--- src/hdl/itrs_pkg.sv ---
`default_nettype none

package itrs_pkg;

    // Field widths
    localparam int VAL_W   = 32;
    localparam int SYM_W   = 8;
    localparam int LEN_W   = 5;
    localparam int CFG_W   = 64;
    localparam int CFG_IDX_W = 2;

    // Alphabet limits
    localparam int MAX_BASE       = 16;
    localparam int STORED_SYMBOLS = 16;
    localparam int EFF_MAX        = (MAX_BASE < STORED_SYMBOLS) ? MAX_BASE : STORED_SYMBOLS;
    localparam int DIGIT_W        = $clog2(STORED_SYMBOLS);
    localparam int SYMS_PER_WORD  = CFG_W / SYM_W;

    // Digit extraction: divide steps retired per cycle
    localparam int STEPS_PER_CYC  = 8;
    localparam int CYC_PER_DIGIT  = VAL_W / STEPS_PER_CYC;
    localparam int STEP_CNT_W     = $clog2(CYC_PER_DIGIT);
    localparam int DIGITS_MAX     = VAL_W;
    localparam int ND_W           = $clog2(DIGITS_MAX + 1);

    // Configuration register indexes
    localparam logic [CFG_IDX_W-1:0] CFG_BASE_LENGTH   = 2'd0;
    localparam logic [CFG_IDX_W-1:0] CFG_ALPHABET_LOW  = 2'd1;
    localparam logic [CFG_IDX_W-1:0] CFG_ALPHABET_HIGH = 2'd2;

    // Character codes
    localparam logic [SYM_W-1:0] CHAR_PLUS      = 8'h2B;
    localparam logic [SYM_W-1:0] CHAR_MINUS     = 8'h2D;
    localparam logic [SYM_W-1:0] CHAR_CTRL_LAST = 8'd31;
    localparam logic [SYM_W-1:0] CHAR_HIGH_MIN  = 8'd128;

    typedef logic signed [VAL_W-1:0] t_value;
    typedef logic [SYM_W-1:0]        t_symbol;

endpackage

`default_nettype wire

--- src/hdl/itrs_ifs.sv ---
`default_nettype none

interface itrs_in_if;
    import itrs_pkg::*;

    logic   valid;
    logic   ready;
    t_value value;

    modport source(output valid, output value, input ready);
    modport sink(input valid, input value, output ready);
endinterface

interface itrs_out_if;
    import itrs_pkg::*;

    logic    valid;
    logic    ready;
    t_symbol symbol;
    logic    is_last;
    logic    bad_base;

    modport source(output valid, output symbol, output is_last, output bad_base, input ready);
    modport sink(input valid, input symbol, input is_last, input bad_base, output ready);
endinterface

`default_nettype wire

--- src/hdl/integer_to_radix_string.sv ---
`default_nettype none

// Signed 32-bit integer to text in a configurable radix.
//
// Channels: i_in carries one signed value per transfer; o_out carries one
// character per transfer (symbol, is_last, bad_base). A negative value gives
// '-' first, then the digits most significant first; is_last marks the final
// character of each number. An invalid alphabet gives one transfer with
// symbol 0, is_last 1 and bad_base 1.
// Configuration: write base_length (index 0), alphabet_low (1) and
// alphabet_high (2) through i_cfg_we/i_cfg_idx/i_cfg_data while idle.
// Steps per number: an accept state, an alphabet check over all sixteen
// stored symbols (one symbol against the later ones per cycle), the divider
// (8 restoring steps per cycle) for each digit, then one character out per
// cycle while the receiver takes them. The slowest case is the most
// negative value in binary (sign and 32 digits); the divider loop dominates
// its time.
// A new number is taken once the last character sits in the output register.
// Reset clears the configuration registers to zero, returns the sequencer to
// idle and empties the output register. When the receiver stalls, the output
// register holds and the sequencer waits; no character is lost.

module integer_to_radix_string (
    input  wire                                  i_clk,
    input  wire                                  i_rst_n,
    input  wire                                  i_cfg_we,
    input  wire  [itrs_pkg::CFG_IDX_W-1:0]       i_cfg_idx,
    input  wire  [itrs_pkg::CFG_W-1:0]           i_cfg_data,
    itrs_in_if.sink                              i_in,
    itrs_out_if.source                           o_out
);
    import itrs_pkg::*;

    localparam logic [2:0] S_IDLE  = 3'd0;
    localparam logic [2:0] S_CHECK = 3'd1;
    localparam logic [2:0] S_DIV   = 3'd2;
    localparam logic [2:0] S_SIGN  = 3'd3;
    localparam logic [2:0] S_POP   = 3'd4;
    localparam logic [2:0] S_BAD   = 3'd5;

    localparam int STK_W = DIGITS_MAX * DIGIT_W;
    localparam logic [LEN_W-1:0] EFF_MAX_L = LEN_W'(EFF_MAX);
    localparam logic [LEN_W-1:0] LEN_MIN   = LEN_W'(2);
    localparam logic [DIGIT_W-1:0] IDX_END = DIGIT_W'(STORED_SYMBOLS - 1);
    localparam logic [STEP_CNT_W-1:0] STEP_END = STEP_CNT_W'(CYC_PER_DIGIT - 1);
    localparam logic [ND_W-1:0] ND_FULL = ND_W'(DIGITS_MAX);
    localparam logic [ND_W-1:0] ND_ONE  = ND_W'(1);

    // Configuration registers
    logic [LEN_W-1:0] r_base_len;
    logic [CFG_W-1:0] r_alpha_lo;
    logic [CFG_W-1:0] r_alpha_hi;

    // Sequencer
    logic [2:0]              r_state, n_state;
    logic [LEN_W-1:0]        r_len, n_len;
    logic                    r_neg, n_neg;
    logic                    r_bad, n_bad;
    logic [DIGIT_W-1:0]      r_idx, n_idx;
    logic [VAL_W-1:0]        r_mag, n_mag;
    logic [DIGIT_W-1:0]      r_rem, n_rem;
    logic [STEP_CNT_W-1:0]   r_step, n_step;
    logic [ND_W-1:0]         r_nd, n_nd;
    logic [STK_W-1:0]        r_stk, n_stk;

    // Output register
    logic                    r_ov, n_ov;
    t_symbol                 r_osym, n_osym;
    logic                    r_olast, n_olast;
    logic                    r_obad, n_obad;

    logic [2*CFG_W-1:0]      alpha;
    logic [LEN_W-1:0]        eff_len;
    logic [VAL_W-1:0]        raw;
    logic                    out_free;
    t_symbol                 cur_sym;
    logic                    cur_bad;
    logic [LEN_W-1:0]        div_rem;
    logic [VAL_W-1:0]        div_q;
    logic [ND_W-1:0]         nd_inc;

    function automatic t_symbol sym_at(input logic [2*CFG_W-1:0] a,
                                       input logic [DIGIT_W-1:0] k);
        sym_at = a[k*SYM_W +: SYM_W];
    endfunction

    assign alpha    = {r_alpha_hi, r_alpha_lo};
    assign eff_len  = (r_base_len > EFF_MAX_L) ? EFF_MAX_L : r_base_len;
    assign raw      = i_in.value;
    assign out_free = !r_ov || o_out.ready;
    assign nd_inc   = r_nd + ND_ONE;

    assign i_in.ready     = (r_state == S_IDLE);
    assign o_out.valid    = r_ov;
    assign o_out.symbol   = r_osym;
    assign o_out.is_last  = r_olast;
    assign o_out.bad_base = r_obad;

    // Check one symbol of the alphabet against its range and all later symbols
    always_comb begin
        cur_sym = sym_at(alpha, r_idx);
        cur_bad = (cur_sym == CHAR_PLUS) || (cur_sym == CHAR_MINUS) ||
                  (cur_sym <= CHAR_CTRL_LAST) || (cur_sym >= CHAR_HIGH_MIN);
        for (int j = 0; j < STORED_SYMBOLS; j++) begin
            if ((DIGIT_W'(j) > r_idx) && (LEN_W'(j) < r_len) &&
                (sym_at(alpha, DIGIT_W'(j)) == cur_sym)) begin
                cur_bad = 1'b1;
            end
        end
        cur_bad = cur_bad && ({1'b0, r_idx} < r_len);
    end

    // Restoring division by the radix, several quotient bits per cycle
    always_comb begin
        div_rem = {1'b0, r_rem};
        div_q   = r_mag;
        for (int s = 0; s < STEPS_PER_CYC; s++) begin
            div_rem = {div_rem[LEN_W-2:0], div_q[VAL_W-1]};
            div_q   = {div_q[VAL_W-2:0], 1'b0};
            if (div_rem >= r_len) begin
                div_rem  = div_rem - r_len;
                div_q[0] = 1'b1;
            end
        end
    end

    always_comb begin
        n_state = r_state;
        n_len   = r_len;
        n_neg   = r_neg;
        n_bad   = r_bad;
        n_idx   = r_idx;
        n_mag   = r_mag;
        n_rem   = r_rem;
        n_step  = r_step;
        n_nd    = r_nd;
        n_stk   = r_stk;
        n_ov    = r_ov && !o_out.ready;
        n_osym  = r_osym;
        n_olast = r_olast;
        n_obad  = r_obad;

        case (r_state)
            S_IDLE: begin
                if (i_in.valid) begin
                    n_neg   = raw[VAL_W-1];
                    n_mag   = raw[VAL_W-1] ? (VAL_W'(0) - raw) : raw;
                    n_len   = eff_len;
                    n_bad   = eff_len < LEN_MIN;
                    n_idx   = '0;
                    n_state = S_CHECK;
                end
            end
            S_CHECK: begin
                n_bad = r_bad || cur_bad;
                n_idx = r_idx + DIGIT_W'(1);
                if (r_idx == IDX_END) begin
                    n_rem   = '0;
                    n_step  = '0;
                    n_nd    = '0;
                    n_state = (r_bad || cur_bad) ? S_BAD : S_DIV;
                end
            end
            S_DIV: begin
                n_mag  = div_q;
                n_rem  = div_rem[DIGIT_W-1:0];
                n_step = r_step + STEP_CNT_W'(1);
                if (r_step == STEP_END) begin
                    // Push the finished digit; restart the remainder
                    n_stk = {r_stk[STK_W-DIGIT_W-1:0], div_rem[DIGIT_W-1:0]};
                    n_nd  = nd_inc;
                    n_rem = '0;
                    if ((div_q == '0) || (nd_inc == ND_FULL)) begin
                        n_state = r_neg ? S_SIGN : S_POP;
                    end
                end
            end
            S_SIGN: begin
                if (out_free) begin
                    n_ov    = 1'b1;
                    n_osym  = CHAR_MINUS;
                    n_olast = 1'b0;
                    n_obad  = 1'b0;
                    n_state = S_POP;
                end
            end
            S_POP: begin
                if (out_free) begin
                    n_ov    = 1'b1;
                    n_osym  = sym_at(alpha, r_stk[DIGIT_W-1:0]);
                    n_olast = (r_nd == ND_ONE);
                    n_obad  = 1'b0;
                    n_stk   = {{DIGIT_W{1'b0}}, r_stk[STK_W-1:DIGIT_W]};
                    n_nd    = r_nd - ND_ONE;
                    if (r_nd == ND_ONE) begin
                        n_state = S_IDLE;
                    end
                end
            end
            S_BAD: begin
                if (out_free) begin
                    n_ov    = 1'b1;
                    n_osym  = '0;
                    n_olast = 1'b1;
                    n_obad  = 1'b1;
                    n_state = S_IDLE;
                end
            end
            default: begin
                n_state = S_IDLE;
            end
        endcase
    end

    always_ff @(posedge i_clk) begin
        if (!i_rst_n) begin
            r_state    <= S_IDLE;
            r_ov       <= 1'b0;
            r_base_len <= '0;
            r_alpha_lo <= '0;
            r_alpha_hi <= '0;
        end else begin
            r_state <= n_state;
            r_ov    <= n_ov;
            if (i_cfg_we) begin
                case (i_cfg_idx)
                    CFG_BASE_LENGTH:   r_base_len <= i_cfg_data[LEN_W-1:0];
                    CFG_ALPHABET_LOW:  r_alpha_lo <= i_cfg_data;
                    CFG_ALPHABET_HIGH: r_alpha_hi <= i_cfg_data;
                    default: begin
                        // drop writes to unused indexes
                    end
                endcase
            end
        end
    end

    // Payload registers: no reset needed
    always_ff @(posedge i_clk) begin
        r_len   <= n_len;
        r_neg   <= n_neg;
        r_bad   <= n_bad;
        r_idx   <= n_idx;
        r_mag   <= n_mag;
        r_rem   <= n_rem;
        r_step  <= n_step;
        r_nd    <= n_nd;
        r_stk   <= n_stk;
        r_osym  <= n_osym;
        r_olast <= n_olast;
        r_obad  <= n_obad;
    end

`ifndef ASSERT_OFF
    a_accept_to_check: assert property (@(posedge i_clk) disable iff (!i_rst_n)
        (i_in.valid && i_in.ready) |=> (r_state == S_CHECK))
        else $error("accepted item did not start the alphabet check");

    a_nd_bound: assert property (@(posedge i_clk) disable iff (!i_rst_n)
        ((r_state == S_DIV) || (r_state == S_SIGN) || (r_state == S_POP)) |->
        (r_nd <= ND_FULL))
        else $error("digit count beyond capacity");

    a_pop_nonempty: assert property (@(posedge i_clk) disable iff (!i_rst_n)
        (r_state == S_POP) |-> (r_nd != '0))
        else $error("pop from empty digit stack");

    a_rem_below_radix: assert property (@(posedge i_clk) disable iff (!i_rst_n)
        (r_state == S_DIV) |-> ({1'b0, r_rem} < r_len))
        else $error("partial remainder not below radix");

    a_bad_is_last: assert property (@(posedge i_clk) disable iff (!i_rst_n)
        (r_ov && r_obad) |-> (r_olast && (r_osym == '0)))
        else $error("bad alphabet result malformed");
`endif

endmodule

`default_nettype wire

--- src/flat_wrapper.sv ---
// flat-port wrapper written by rule: the top's interface ports become plain ports
module integer_to_radix_string_flat import itrs_pkg::*;
  (i_clk, i_rst_n, i_cfg_we, i_cfg_idx, i_cfg_data, i_in_valid, i_in_value, i_in_ready, o_out_valid, o_out_symbol, o_out_is_last, o_out_bad_base, o_out_ready);
  itrs_in_if i_in_i ();
  itrs_out_if o_out_i ();
  input  wire i_clk;
  input  wire i_rst_n;
  input  wire i_cfg_we;
  input  wire  [itrs_pkg::CFG_IDX_W-1:0] i_cfg_idx;
  input  wire  [itrs_pkg::CFG_W-1:0] i_cfg_data;
  input wire logic [$bits(i_in_i.valid)-1:0] i_in_valid;
  input wire logic [$bits(i_in_i.value)-1:0] i_in_value;
  output wire logic [$bits(i_in_i.ready)-1:0] i_in_ready;
  output wire logic [$bits(o_out_i.valid)-1:0] o_out_valid;
  output wire logic [$bits(o_out_i.symbol)-1:0] o_out_symbol;
  output wire logic [$bits(o_out_i.is_last)-1:0] o_out_is_last;
  output wire logic [$bits(o_out_i.bad_base)-1:0] o_out_bad_base;
  input wire logic [$bits(o_out_i.ready)-1:0] o_out_ready;
  assign i_in_i.valid = i_in_valid;
  assign i_in_i.value = i_in_value;
  assign i_in_ready = i_in_i.ready;
  assign o_out_valid = o_out_i.valid;
  assign o_out_symbol = o_out_i.symbol;
  assign o_out_is_last = o_out_i.is_last;
  assign o_out_bad_base = o_out_i.bad_base;
  assign o_out_i.ready = o_out_ready;
  integer_to_radix_string u_core (.i_clk(i_clk), .i_rst_n(i_rst_n), .i_cfg_we(i_cfg_we), .i_cfg_idx(i_cfg_idx), .i_cfg_data(i_cfg_data), .i_in(i_in_i), .o_out(o_out_i));
endmodule
--- config.mk ---
export PLATFORM = sky130hd
export DESIGN_NAME = integer_to_radix_string_flat
export DESIGN_NICKNAME = d
export VERILOG_FILES = /design/src/hdl/itrs_pkg.sv /design/src/hdl/itrs_ifs.sv /design/src/hdl/integer_to_radix_string.sv /design/src/flat_wrapper.sv
export SDC_FILE = /design/constraint.sdc
export NUM_CORES = 1
export LEC_CHECK = 0
export BUFFER_PORTS_ARGS = -buffer_cell sky130_fd_sc_hd__buf_4
export CAP_MARGIN = 20
export CORE_ASPECT_RATIO = 1.1
export CORE_MARGIN = 2
export CORE_UTILIZATION = 56
export CTS_BUF_LIST = sky130_fd_sc_hd__clkbuf_8 sky130_fd_sc_hd__clkbuf_16
export CTS_CLUSTER_DIAMETER = 200
export DETAILED_ROUTE_END_ITERATION = 10
export PLACE_DENSITY_LB_ADDON = 0.12
export SLEW_MARGIN = 15
export SYNTH_ARGS = -nofsm -noshare
export SYNTH_HDL_FRONTEND = slang
export SYNTH_SLANG_ARGS = --single-unit
--- constraint.sdc ---
create_clock -name i_clk -period 12.7 [get_ports i_clk]
set_input_delay 0.635 -clock i_clk [delete_from_list [all_inputs] [get_ports i_clk]]
set_output_delay 0.635 -clock i_clk [all_outputs]
set_load 0.01 [all_outputs]
# Yosys cells after proc, flatten, opt, wreduce, memory -nomap -nowiden
# Cells that the tools add are included.
# totals
regBits,330
# op_classes
add_sub_neg,13
n_lt_le_gt_ge,45
eq_ne,38
shifts,2
n_mux,74
n_reduce_logical,66
# op_table
cell,count
$mux W128,2
$pmux W128 S2,1
$shiftx A128 B8 Y8,2
$eq A8 B8 Y1,16
$mux W32,2
$pmux W32 S2,1
$mux W4,11
$ge A5 B5 Y1,8
$lt A4 B5 Y1 const A,8
$logic_and A1 B1 Y1,34
$gt A4 B4 Y1 const A,8
$logic_not A32 Y1,1
$sub A1 B32 Y32 const A,1
$sub A4 B4 Y4,8
$mux W1,30
$mux W3,10
$mux W8,3
$pmux W8 S3,1
$lt A3 B5 Y1 const A,4
$mux W6,3
$pmux W3 S6,1
$pmux W6 S3,1
$eq A8 B6 Y1 const B,2
$gt A3 B4 Y1 const A,4
other kinds (41),76

# Logic depth before layout (Yosys ltp)
# Gate-level depths: netlist (run 1).
# logic_depth
ltp_word,26
mapped_depth,72
depth_no_buf,67

# Least setup slack after synthesis (run 1)
# No wires, ideal clock.
# synth_timing
path_type,reg2reg
start,reg u_core.r_len[1]
end,reg u_core.r_state[0]
setup_time_ps,59
arrival_ps,13286
t_required_ps,12641
slack_ps,-646
stages_incl_launch_ff,68
path_buffers,5
synth_period_minus_slack_ps,13346
path_cell_list,edfxtp_1 > clkbuf_1 > inv_1 > ha_1 > nor2b_1 > o21ai_0 > nand3b_1 > a21o_1 > a21o_1 > clkbuf_1 > o21ai_0 > inv_1 > ha_1 > nor2b_1 > o21ai_0 > nand3b_1 > a21o_1 > a21o_1 > [32 not listed] > ha_1 > a21o_1 > a21oi_1 > nand2_1 > a21o_1 > a21o_1 > clkbuf_1 > a21oi_1 > ha_1 > o21ai_0 > nand2b_1 > a21o_1 > a21o_1 > a21oi_1 > nor4b_1 > a31oi_1 > o31ai_1 > a22o_1
# synth_between
elab_chain_len,24
# synth_lines
element,line_no,rtl
start: declaration,integer_to_radix_string.sv:56,"logic [LEN_W-1:0] r_len, n_len;"
start signal: assignment,integer_to_radix_string.sv:240,r_len <= n_len;
branches (longest 24 deep; another with $ge A5 B5 Y1),-,
end signal: assignment,integer_to_radix_string.sv:223,r_state <= n_state;
end: declaration,integer_to_radix_string.sv:55,"logic [2:0] r_state, n_state;"
# Several ways; the timed one is not identified. The select of a mux whose other input is x is not followed.
# A chain may end at the register's enable or synchronous reset.

# Final worst setup path (run 1)
# layout_timing
start,reg u_core.r_rem[0]
end,reg u_core.r_state[2]
# layout_between
elab_chain_len,20
# layout_lines
element,line_no,rtl
start: declaration,integer_to_radix_string.sv:61,"logic [DIGIT_W-1:0] r_rem, n_rem;"
start signal: assignment,integer_to_radix_string.sv:245,r_rem <= n_rem;
$sub A4 B4 Y4 or $ge A5 B5 Y1 (tied branches),"integer_to_radix_string.sv:121, integer_to_radix_string.sv:120",
$mux W4,integer_to_radix_string.sv:120,if (div_rem >= r_len) begin
$sub A4 B4 Y4 or $ge A5 B5 Y1 (tied branches),"integer_to_radix_string.sv:121, integer_to_radix_string.sv:120",
$mux W4,integer_to_radix_string.sv:120,
$sub A4 B4 Y4 or $ge A5 B5 Y1 (tied branches),"integer_to_radix_string.sv:121, integer_to_radix_string.sv:120",
$mux W4,integer_to_radix_string.sv:120,
$ge A5 B5 Y1 or $sub A4 B4 Y4 (tied branches),"integer_to_radix_string.sv:120, integer_to_radix_string.sv:121",
$mux W4,integer_to_radix_string.sv:120,
[4 not listed],-,
$sub A4 B4 Y4 or $ge A5 B5 Y1 (tied branches),"integer_to_radix_string.sv:121, integer_to_radix_string.sv:120",
$mux W4,integer_to_radix_string.sv:120,
$ge A5 B5 Y1,integer_to_radix_string.sv:120,
$mux W1,integer_to_radix_string.sv:120,
$logic_not A32 Y1 (*),integer_to_radix_string.sv:173,if ((div_q == '0) || (nd_inc == ND_FULL)) begin
$logic_or A1 B1 Y1 (*),integer_to_radix_string.sv:173,
$ne A2 B1 Y1 (no line) (*),-,
$reduce_and A8 Y1 (no line) (*),-,
# Every way passes the cells marked *; elsewhere a longest branch is shown, timed or not.

==> flow_metrics.py, run 1 <==
metrics = {
    "status": {
        "status": "completed",
    },
    "global_route": {
        "antenna_found_initial": 0,
        "grt_use_total_pct": 28.1,
        "grt-ovfl-total": 0,
        "grt_pass1_wl_um": 81600,
        "first_global_vias": 15100,
        "grt_max_degree": 109,
    },
    "logic_synthesis": {
        "synth.avg_cell_area_um2": 9.34,
        "synthArstFlopShare_pct": 0,
        "yosysSeqAreaShare_pct": 43.6,
        "syn_inst": 2096,
        "synth_edf_count": 193,
        "synth.net_count": 2258,
        "ys_ff_latch": 330,
        "synth_warnings": 0,
        "synthFlopType": "edfxtp_1",
        "yosysUniqueCellTypes": 68,
        "netlist_area_um2": 19600,
    },
    "timing": {
        "tightest_slew_ns": 1.04,
        "final-max-slew-violation-count": 0,
        "setup_viol": 0,
        "fin_crit_sh_pct": 95.0,
        "fin_skew_ns": 0.0110,
        "setup_tns_ns": 0,
        "fmax_mhz": 82.9,
        "hold_viol": 0,
        "setup_ws_ns": 0.638,
        "final.min_clock_period_ns": 12.06,
        "hold_ws_ns": 0.359,
        "slew_headroom_pct": 30.5,
    },
    "clocking": {
        "cts.sinks": 330,
        "cts_buffer_depth": 3,
        "cts_tree": "built",
        "cts.clk_slew.worst_paths_ns": 0.07,
        "h-tree-depth": 2,
        "clock_latency_ns": 0.54,
        "root_buffer": "clkbuf_16",
        "numCtsBuffers": 37,
    },
    "route": {
        "firstDrtPassIters": 5,
        "drt-total-wl_um": 51600,
        "wire_per_inst_um": 19.7,
        "vias_per_cell": 5.90,
        "num_vias": 15500,
        "drt_iter0_drc": 1166,
        "ant_nets": 0,
        "drc": 0,
    },
    "setup_path": {
        "crit_slowest_cell": "edfxtp_1",
        "crit_path_start": "u_core.r_rem[0]",
        "crit_fanout": 9,
        "worst_path_largest_cell_delay_ns": 0.39,
        "r2r_setup_slack_ns": 0.64,
        "end_kind": "register",
        "crit_top_cell": "a21o_1",
        "worstPathArrival_ns": 12.54,
        "cpLargestDelayFamily": "compound AO/OA/AOI/OAI gates",
        "reg2regPathDepth": 62,
        "critical_path_required_ns": 13.18,
        "r2r-start": "u_core.r_rem[0]",
        "critPathKind": "reg -> reg",
        "cp-start-kind": "register",
        "r2r_end": "u_core.r_state[2]",
        "critPathBufInv": 6,
    },
    "worst_hold_path": {
        "holdPathEnd": "u_core.r_alpha_hi[62]",
        "whs_path_depth": 3,
        "min_from": "i_cfg_data[62]",
        "hp-class": "in -> reg",
    },
    "die": {
        "rows": 71,
        "dieHeight_um": 200,
        "initial_core_util_pct": 57.1,
        "dieArea_um2": 36500,
        "coreArea_um2": 34300,
        "io_pins": 115,
        "die_x_um": 182,
    },
    "job": {
        "max-cap-violations": 0,
    },
    "power": {
        "power.density_nw_per_um2": 207,
        "ir_drop_v": 0.000356,
        "total_power_uw": 4580,
        "leakagePower_uw": 0.00850,
    },
    "cells_and_area": {
        "drive_above_1_share_pct": 14.8,
        "final_cell_mix": "694 x nand2_1, 193 x edfxtp_1, 148 x buf_4",
        "area_growth_syn_to_layout_pct": 12.9,
        "fin_util_pct": 64.5,
        "nets": 2319,
        "final_common_cell": "nand2_1",
        "num_antenna_cells": 0,
    },
    "place": {
        "dp_hpwl_um": 35700,
        "place_ws_ns": -0.147,
        "place.port_buffers": 114,
        "globalplace.congestion": 0.944,
    },
}
[per-stage QoR]
step / std cells / area (um^2)
after floorplan: 2096 / 19600
after global placement: 2547 / 20700
after detailed placement: 2548 / 20700
after CTS: 2615 / 22000
after global routing: 2622 / 22100
final: 2622 / 22100
[metal layers]
layer  wire [um]  share of wire (%)  up-vias  track usage, %
met2       25100                 49      531            46.9
li1            -                  -     7409               -
met1       21000                 41     7404            35.9
met5           0                  0        -               0
met4        2540                4.9        0            14.0
met3        3050                5.9      127            4.07
[cell families (layout without fill, tap and decap cells)]
logic type | after synthesis | in the layout | share of synthesized area (%)
AND/OR/NAND/NOR | 889 | 889 | 19.1
AO/OA/AOI/OAI | 363 | 363 | 13.0
flip-flops | 330 | 330 | 43.6
buffers and inverters | 172 | 260 | 3.50
XOR/XNOR | 160 | 160 | 7.16
multiplexers | 123 | 123 | 9.58
adder cells (fa/ha/maj) | 59 | 59 | 4.08
[worst max path at each step]
stage / endpoint / depth (start not counted) / slack [ns]
finish: u_core.r_state[2] / 62 / 0.64
global route: u_core.r_state[2] / 63 / -0.06
CTS: u_core.r_state[2] / 61 / 0.009
detailed placement: u_core.r_state[2] / 61 / -0.15
global placement: u_core.r_state[1] / 61 / 0.18
floorplan: u_core.r_state[0] / 67 / 0.09
[timing repair]
action | 4_1_cts | 5_1_grt
gates resized for setup | 3 | 20
hold buffers | 0 | 0
pin swaps | 0 | 3
setup endpoints to repair | 3 | 12
buffers inserted | 1 | 5
[final cells by class]
type	count	area (um^2)
fillers	2859	12200
repair buffers	151	1150
flip-flops and latches	330	8540
clock inverters	26	231
well taps	438	548
inverters	43	161
multi-input cells	1594	10500
clock buffers	40	990
[registers in the layout, indices dropped and copies added (netlist names), 4 cells and up]
register,count
u_core.r_rem,4
u_core.r_idx,4
u_core.r_mag,32
u_core.r_stk,128
u_core.r_alpha_hi,64
u_core.o_out.symbol,8
u_core.r_alpha_lo,64
u_core.r_nd,6
u_core.r_len,5
u_core.r_base_len,5
[power by group]
group	switching, uW	internal, uW
combinational	1160	1100
clock	448	629
sequential	34.3	1210
[worst reg2reg max path, delay by kind of cell (launching register included)]
kind	cells	cell delay (ns)
buf+inv	6	0.39
fa+ha+maj	8	2.26
mux	2	0.66
compound gates	38	7.25
flops	1	0.39
simple gates	8	1.09
[cell usage after synthesis (all sizes together), types with 12 or more instances]
| master | count | share of area, % |
|---|---|---|
| nand2 | 694 | 13 |
| edfxtp | 193 | 30 |
| dfxtp | 137 | 14 |
| a21boi | 131 | 5.0 |
| clkbuf | 99 | 1.9 |
| xnor2 | 93 | 4.2 |
| o21ai | 77 | 2.0 |
| xor2 | 67 | 3.0 |
| ha | 51 | 3.3 |
| mux4 | 49 | 5.6 |
| mux2i | 48 | 2.5 |
| nor2 | 45 | 0.86 |
| inv | 42 | 0.80 |
| a21o | 33 | 1.3 |
| a21oi | 33 | 0.94 |
| buf | 30 | 0.78 |
| mux2 | 26 | 1.5 |
| nor3 | 22 | 0.56 |
| nor2b | 20 | 0.64 |
| nand3 | 16 | 0.41 |
| nor4 | 15 | 0.48 |
| nand2b | 13 | 0.42 |
| nand4 | 13 | 0.42 |
| or3 | 12 | 0.54 |
No activity file was read; power rests on OpenSTA's default activity.
==> run 2: changes to the inputs <==
--- a/config.mk
+++ b/config.mk
@@ -10,10 +10,9 @@
 export CORE_ASPECT_RATIO = 1.1
 export CORE_MARGIN = 2
 export CORE_UTILIZATION = 56
-export CTS_BUF_LIST = sky130_fd_sc_hd__clkbuf_8 sky130_fd_sc_hd__clkbuf_16
 export CTS_CLUSTER_DIAMETER = 200
 export DETAILED_ROUTE_END_ITERATION = 10
-export PLACE_DENSITY_LB_ADDON = 0.12
+export PLACE_DENSITY = 0.77
 export SLEW_MARGIN = 15
 export SYNTH_ARGS = -nofsm -noshare
 export SYNTH_HDL_FRONTEND = slang
==> run 2 against run 1 <==
Net effect: clock skew rose by 0.0090 ns; non-clock buffer count up 2; sequential share of layout area increased by 0.14 points; critical path depth unchanged; clock power shrank 5%; die area unchanged.
==> flow_metrics.py, run 2 (same netlist as run 1, synthesis figures left out) <==
metrics = {
    "status": {
        "status": "completed",
    },
    "worst_hold_path": {
        "whs_path_depth": 3,
        "holdPathEnd": "u_core.r_alpha_lo[43]",
        "min_from": "i_cfg_data[43]",
        "hp-class": "in -> reg",
    },
    "cells_and_area": {
        "top_regs": "u_core.r_stk: 128 flops, u_core.r_alpha_hi: 64 flops, u_core.r_alpha_lo: 64 flops",
        "final_cell_mix": "694 x nand2_1, 193 x edfxtp_1, 150 x buf_4",
        "area_growth_syn_to_layout_pct": 12.5,
        "drive_above_1_share_pct": 14.5,
        "finalNonFillerCells": 2622,
        "largest_reg_flops": 128,
        "top_register": "u_core.r_stk",
        "final_common_cell": "nand2_1",
        "num_antenna_cells": 0,
        "nets": 2321,
        "finalInstanceArea_um2": 22000,
    },
    "power": {
        "total_power_uw": 4510,
        "ir_drop_v": 0.000312,
        "leakagePower_uw": 0.00845,
        "power.density_nw_per_um2": 204,
    },
    "place": {
        "placedCellCount": 2549,
        "dp_hpwl_um": 35200,
        "place.port_buffers": 114,
        "globalplace.congestion": 0.979,
        "place_ws_ns": -0.263,
        "placed_area_um2": 20700,
    },
    "setup_path": {
        "r2r-start": "u_core.r_rem[0]",
        "r2r_end": "u_core.r_stk[3]",
        "r2r_setup_slack_ns": 0.62,
        "worst_path_largest_cell_delay_ns": 0.42,
        "end_kind": "register",
        "crit_top_cell": "a21o_1",
        "worstPathArrival_ns": 12.36,
        "cp-start-kind": "register",
        "crit_fanout": 9,
        "critPathKind": "reg -> reg",
        "reg2regPathDepth": 62,
        "critical_path_required_ns": 12.99,
        "crit_slowest_cell": "edfxtp_1",
    },
    "die": {
        "rows": 71,
        "io_pins": 115,
        "initial_core_util_pct": 57.1,
        "dieHeight_um": 200,
        "coreArea_um2": 34300,
        "die_x_um": 182,
        "dieArea_um2": 36500,
    },
    "global_route": {
        "grt_use_total_pct": 27.7,
        "first_global_vias": 15400,
        "grt_max_degree": 127,
        "grt-ovfl-total": 0,
        "grt_pass1_wl_um": 81100,
        "antenna_found_initial": 0,
    },
    "timing": {
        "tightest_slew_ns": 1.09,
        "fin_crit_sh_pct": 95.1,
        "final.min_clock_period_ns": 12.08,
        "slew_headroom_pct": 27.6,
        "hold_ws_ns": 0.359,
        "fmax_mhz": 82.8,
        "setup_ws_ns": 0.625,
        "fin_skew_ns": 0.0200,
        "rsz0062_at_grt": "no",
        "final-max-slew-violation-count": 0,
        "setup_viol": 0,
        "hold_viol": 0,
    },
    "route": {
        "drc": 0,
        "ant_nets": 0,
        "num_vias": 15700,
        "vias_per_cell": 5.97,
        "firstDrtPassIters": 5,
        "drt_iter0_drc": 1426,
        "wire_per_inst_um": 19.5,
        "drt-total-wl_um": 51200,
    },
    "clocking": {
        "cts_buffer_depth": 3,
        "numCtsBuffers": 37,
        "clock_latency_ns": 0.55,
        "root_buffer": "clkbuf_16",
        "cts.sinks": 330,
        "cts_tree": "built",
        "h-tree-depth": 2,
        "cts.clk_slew.worst_paths_ns": 0.06,
    },
    "job": {
        "max-cap-violations": 0,
    },
}
[run 2: how the worst max path moves through the flow]
| stage | from | endpoint | slack, ns | cells after the start |
|---|---|---|---|---|
| final | u_core.r_rem[0] | u_core.r_stk[3] | 0.62 | 62 |
| after global routing | u_core.r_rem[0] | u_core.r_stk[3] | 0.006 | 62 |
| after CTS | u_core.r_rem[0] | u_core.r_state[0] | 0.08 | 61 |
| after detailed placement | u_core.r_rem[0] | u_core.r_state[0] | -0.26 | 61 |
| after global placement | u_core.r_rem[0] | u_core.r_state[1] | 0.16 | 61 |
| after floorplan | u_core.r_len[1] | u_core.r_state[0] | 0.09 | 67 |
[run 2: power by group]
group	switching, uW	internal (uW)	total, uW
clock	443	588	1030
combinational	1190	1040	2240
sequential	33.9	1210	1240
total	1670	2840	4510
[run 2: metrics by stage]
step                      util [%]  setup TNS [ns]
after floorplan                  -               0
after global placement        60.5               0
after detailed placement      60.5          -0.756
after CTS                     63.9               0
after global routing          64.3               0
final                         64.3               0
[run 2: area by class of cell]
type / instances / area (um^2)
inverter: 43 / 161
fill: 2769 / 12300
clock inverter: 14 / 144
tap: 438 / 548
clock buffer: 50 / 1020
timing repair buffer: 153 / 1160
multi-input combinational: 1594 / 10500
sequential: 330 / 8540
[run 2: critical path, delay by kind of cell, from the launching register on]
family	cells	cell delay [ns]
DFF	1	0.42
buffers and inverters	7	0.56
AOI/OAI and AO/OA	36	6.77
and+or+nand+nor	8	0.85
muxes	3	0.92
adders and majority gates	8	2.27
[run 2: timing repair]
item,4_1_cts,5_1_grt
hold buffers,0,0
pin swaps,0,5
setup buffers,0,7
resized for setup,5,14
endpoints found under the setup margin,4,12
[run 2: metal layers]
layer | up-vias | GRT usage (%) | wire length, um
li1 | 7402 | - | -
met2 | 587 | 46.4 | 24800
met3 | 155 | 3.71 | 3080
met5 | - | 0 | 0
met4 | 0 | 13.3 | 2540
met1 | 7521 | 35.6 | 20800
==> run 3: changes to the inputs <==
--- a/config.mk
+++ b/config.mk
@@ -12,7 +12,7 @@
 export CORE_UTILIZATION = 56
 export CTS_CLUSTER_DIAMETER = 200
 export DETAILED_ROUTE_END_ITERATION = 10
-export PLACE_DENSITY = 0.77
+export PLACE_DENSITY_LB_ADDON = 0.15
 export SLEW_MARGIN = 15
 export SYNTH_ARGS = -nofsm -noshare
 export SYNTH_HDL_FRONTEND = slang
==> constraint.sdc (replaced) <==
create_clock -name i_clk -period 9.7 [get_ports i_clk]
set_input_delay 0.485 -clock i_clk [delete_from_list [all_inputs] [get_ports i_clk]]
set_output_delay 0.485 -clock i_clk [all_outputs]
set_load 0.01 [all_outputs]
==> run 3 against run 2 <==
Net effect: the run now ends with setup timing left; register-to-register slack got worse by 1.7 ns; via count rose by 1.1%; flip-flop and latch count did not move; total power rose by 63%; die area did not move; combinational power rose by 89%; routed wire length rose by 4.1%; largest cell class unchanged.
==> flow_metrics.py, run 3 (same netlist as run 1, synthesis figures left out) <==
metrics = {
    "clocking": {
        "cts.sinks": 330,
        "cts_buffer_depth": 3,
        "cts.clk_slew.worst_paths_ns": 0.06,
        "root_buffer": "clkbuf_16",
        "clock_latency_ns": 0.54,
        "cts_tree": "built",
        "h-tree-depth": 2,
        "numCtsBuffers": 37,
        "postCtsHoldBufs": 0,
    },
    "global_route": {
        "grt_use_total_pct": 29.0,
        "antenna_found_initial": 0,
        "grt_pass1_wl_um": 84200,
        "grt_max_degree": 106,
        "first_global_vias": 15600,
        "grt-ovfl-total": 0,
    },
    "setup_path": {
        "critical_path_required_ns": 9.94,
        "crit_top_cell": "a21o_1",
        "worstPathArrival_ns": 11.03,
        "reg2regPathDepth": 61,
        "path_depth": 61,
        "crit_fanout": 7,
        "critPathKind": "reg -> reg",
        "r2r-start": "u_core.r_len[1]",
        "r2r_end": "u_core.r_stk[1]",
        "cpLargestDelayFamily": "compound AO/OA/AOI/OAI gates",
        "worst_path_largest_cell_delay_ns": 0.41,
        "cp-start-kind": "register",
        "r2r_setup_slack_ns": -1.09,
        "crit_slowest_cell": "edfxtp_1",
        "end_kind": "register",
        "cp-endpoint": "u_core.r_stk[1]",
        "critPathBufInv": 11,
        "crit_path_start": "u_core.r_len[1]",
    },
    "timing": {
        "hold_viol": 0,
        "setup_viol": 12,
        "fmax_mhz": 92.7,
        "final-max-slew-violation-count": 0,
        "slew_headroom_pct": 15.7,
        "tightest_slew_ns": 1.26,
        "setup_ws_ns": -1.09,
        "hold_ws_ns": 0.213,
        "final.min_clock_period_ns": 10.79,
        "fin_skew_ns": 0.0115,
        "fin_crit_sh_pct": 111,
        "setup_tns_ns": -12.16,
        "rsz0062_at_grt": "yes",
    },
    "status": {
        "status": "finished, violations left",
        "violations": "setup timing",
    },
    "place": {
        "placed_area_um2": 21300,
        "dp_hpwl_um": 36300,
        "globalplace.congestion": 0.945,
        "placedCellCount": 2594,
        "place.port_buffers": 114,
    },
    "cells_and_area": {
        "finalNonFillerCells": 2684,
        "drive_above_1_share_pct": 18.9,
        "fillerInstances": 2761,
        "largest_reg_flops": 128,
        "top_regs": "u_core.r_stk: 128 flops, u_core.r_alpha_hi: 64 flops, u_core.r_alpha_lo: 64 flops",
        "top_register": "u_core.r_stk",
        "final_common_cell": "nand2_1",
        "area_growth_syn_to_layout_pct": 17.8,
        "final_cell_mix": "689 x nand2_1, 207 x buf_4, 193 x edfxtp_1",
        "num_antenna_cells": 0,
        "nets": 2381,
        "regArea_um2": 8540,
        "multi_input_area_um2": 10800,
        "finalInstanceArea_um2": 23100,
    },
    "job": {
        "max-cap-violations": 0,
    },
    "die": {
        "coreArea_um2": 34300,
        "dieArea_um2": 36500,
        "die_x_um": 182,
        "io_pins": 115,
        "dieHeight_um": 200,
        "rows": 71,
        "initial_core_util_pct": 57.1,
    },
    "worst_hold_path": {
        "min_from": "i_cfg_data[19]",
        "hp-class": "in -> reg",
        "whs_path_depth": 3,
    },
    "power": {
        "power.density_nw_per_um2": 318,
        "leakagePower_uw": 0.00887,
        "ir_drop_v": 0.000478,
    },
    "route": {
        "wire_per_inst_um": 19.9,
        "drt-total-wl_um": 53300,
        "vias_per_cell": 5.90,
        "drc": 0,
        "firstDrtPassIters": 5,
        "drt_iter0_drc": 1246,
        "ant_nets": 0,
        "num_vias": 15800,
    },
}
-- run 3: per-layer routing --
metal	vias to the layer above	global-route usage, %	part of all wire, %
li1	7537	-	-
met1	7597	37.7	42
met2	561	47.8	48
met3	140	3.75	5.4
met4	0	14.4	5.3
met5	-	0	0
-- run 3: tightest hold or removal path, stage by stage --
cell	delay [ns]
buf_4	0.11
nand2_1	0.04
a21boi_0	0.06
-- run 3: how the worst min path moves through the flow --
stage                                  endpoint  slack [ns]
after floorplan            u_core.r_alpha_lo[2]        0.45
after global placement     u_core.r_alpha_lo[1]        0.47
after detailed placement   u_core.r_alpha_lo[1]        0.47
after CTS                 u_core.r_alpha_lo[27]        0.20
after global routing      u_core.r_alpha_hi[23]        0.21
final                     u_core.r_alpha_hi[19]        0.21
-- run 3: where the power goes --
part | switching [uW] | leakage, uW | internal, uW | total, uW
sequential | 45.0 | 0.00289 | 1580 | 1620
clock | 581 | 0.000632 | 908 | 1490
combinational | 1970 | 0.00535 | 2260 | 4230
-- run 3: repair_timing --
action / CTS / global route
setup buffers: 16 / 7
pin swaps: 35 / 19
gates cloned: 0 / 0
endpoints found under the setup margin: 13 / 13
resized for setup: 34 / 23
-- run 3: layout make-up --
type | count | area share [%]
flip-flops and latches | 330 | 37.0
clock buffers | 53 | 4.62
inverters | 43 | 0.813
multi-input cells | 1594 | 47.0
well taps | 438 | 2.37
repair buffers | 213 | 7.18
clock inverters | 13 | 1.01
-- run 3: per-stage QoR --
step                power [uW]  util, %  setup slack (ns)
detailed placement        4880     62.0             -1.39
CTS                       6860     66.7             -1.09
global placement          4740     61.9             -1.06
global route              7690     67.3             -1.49
floorplan                 3910        -             -1.62
finish                    7340     67.3             -1.09
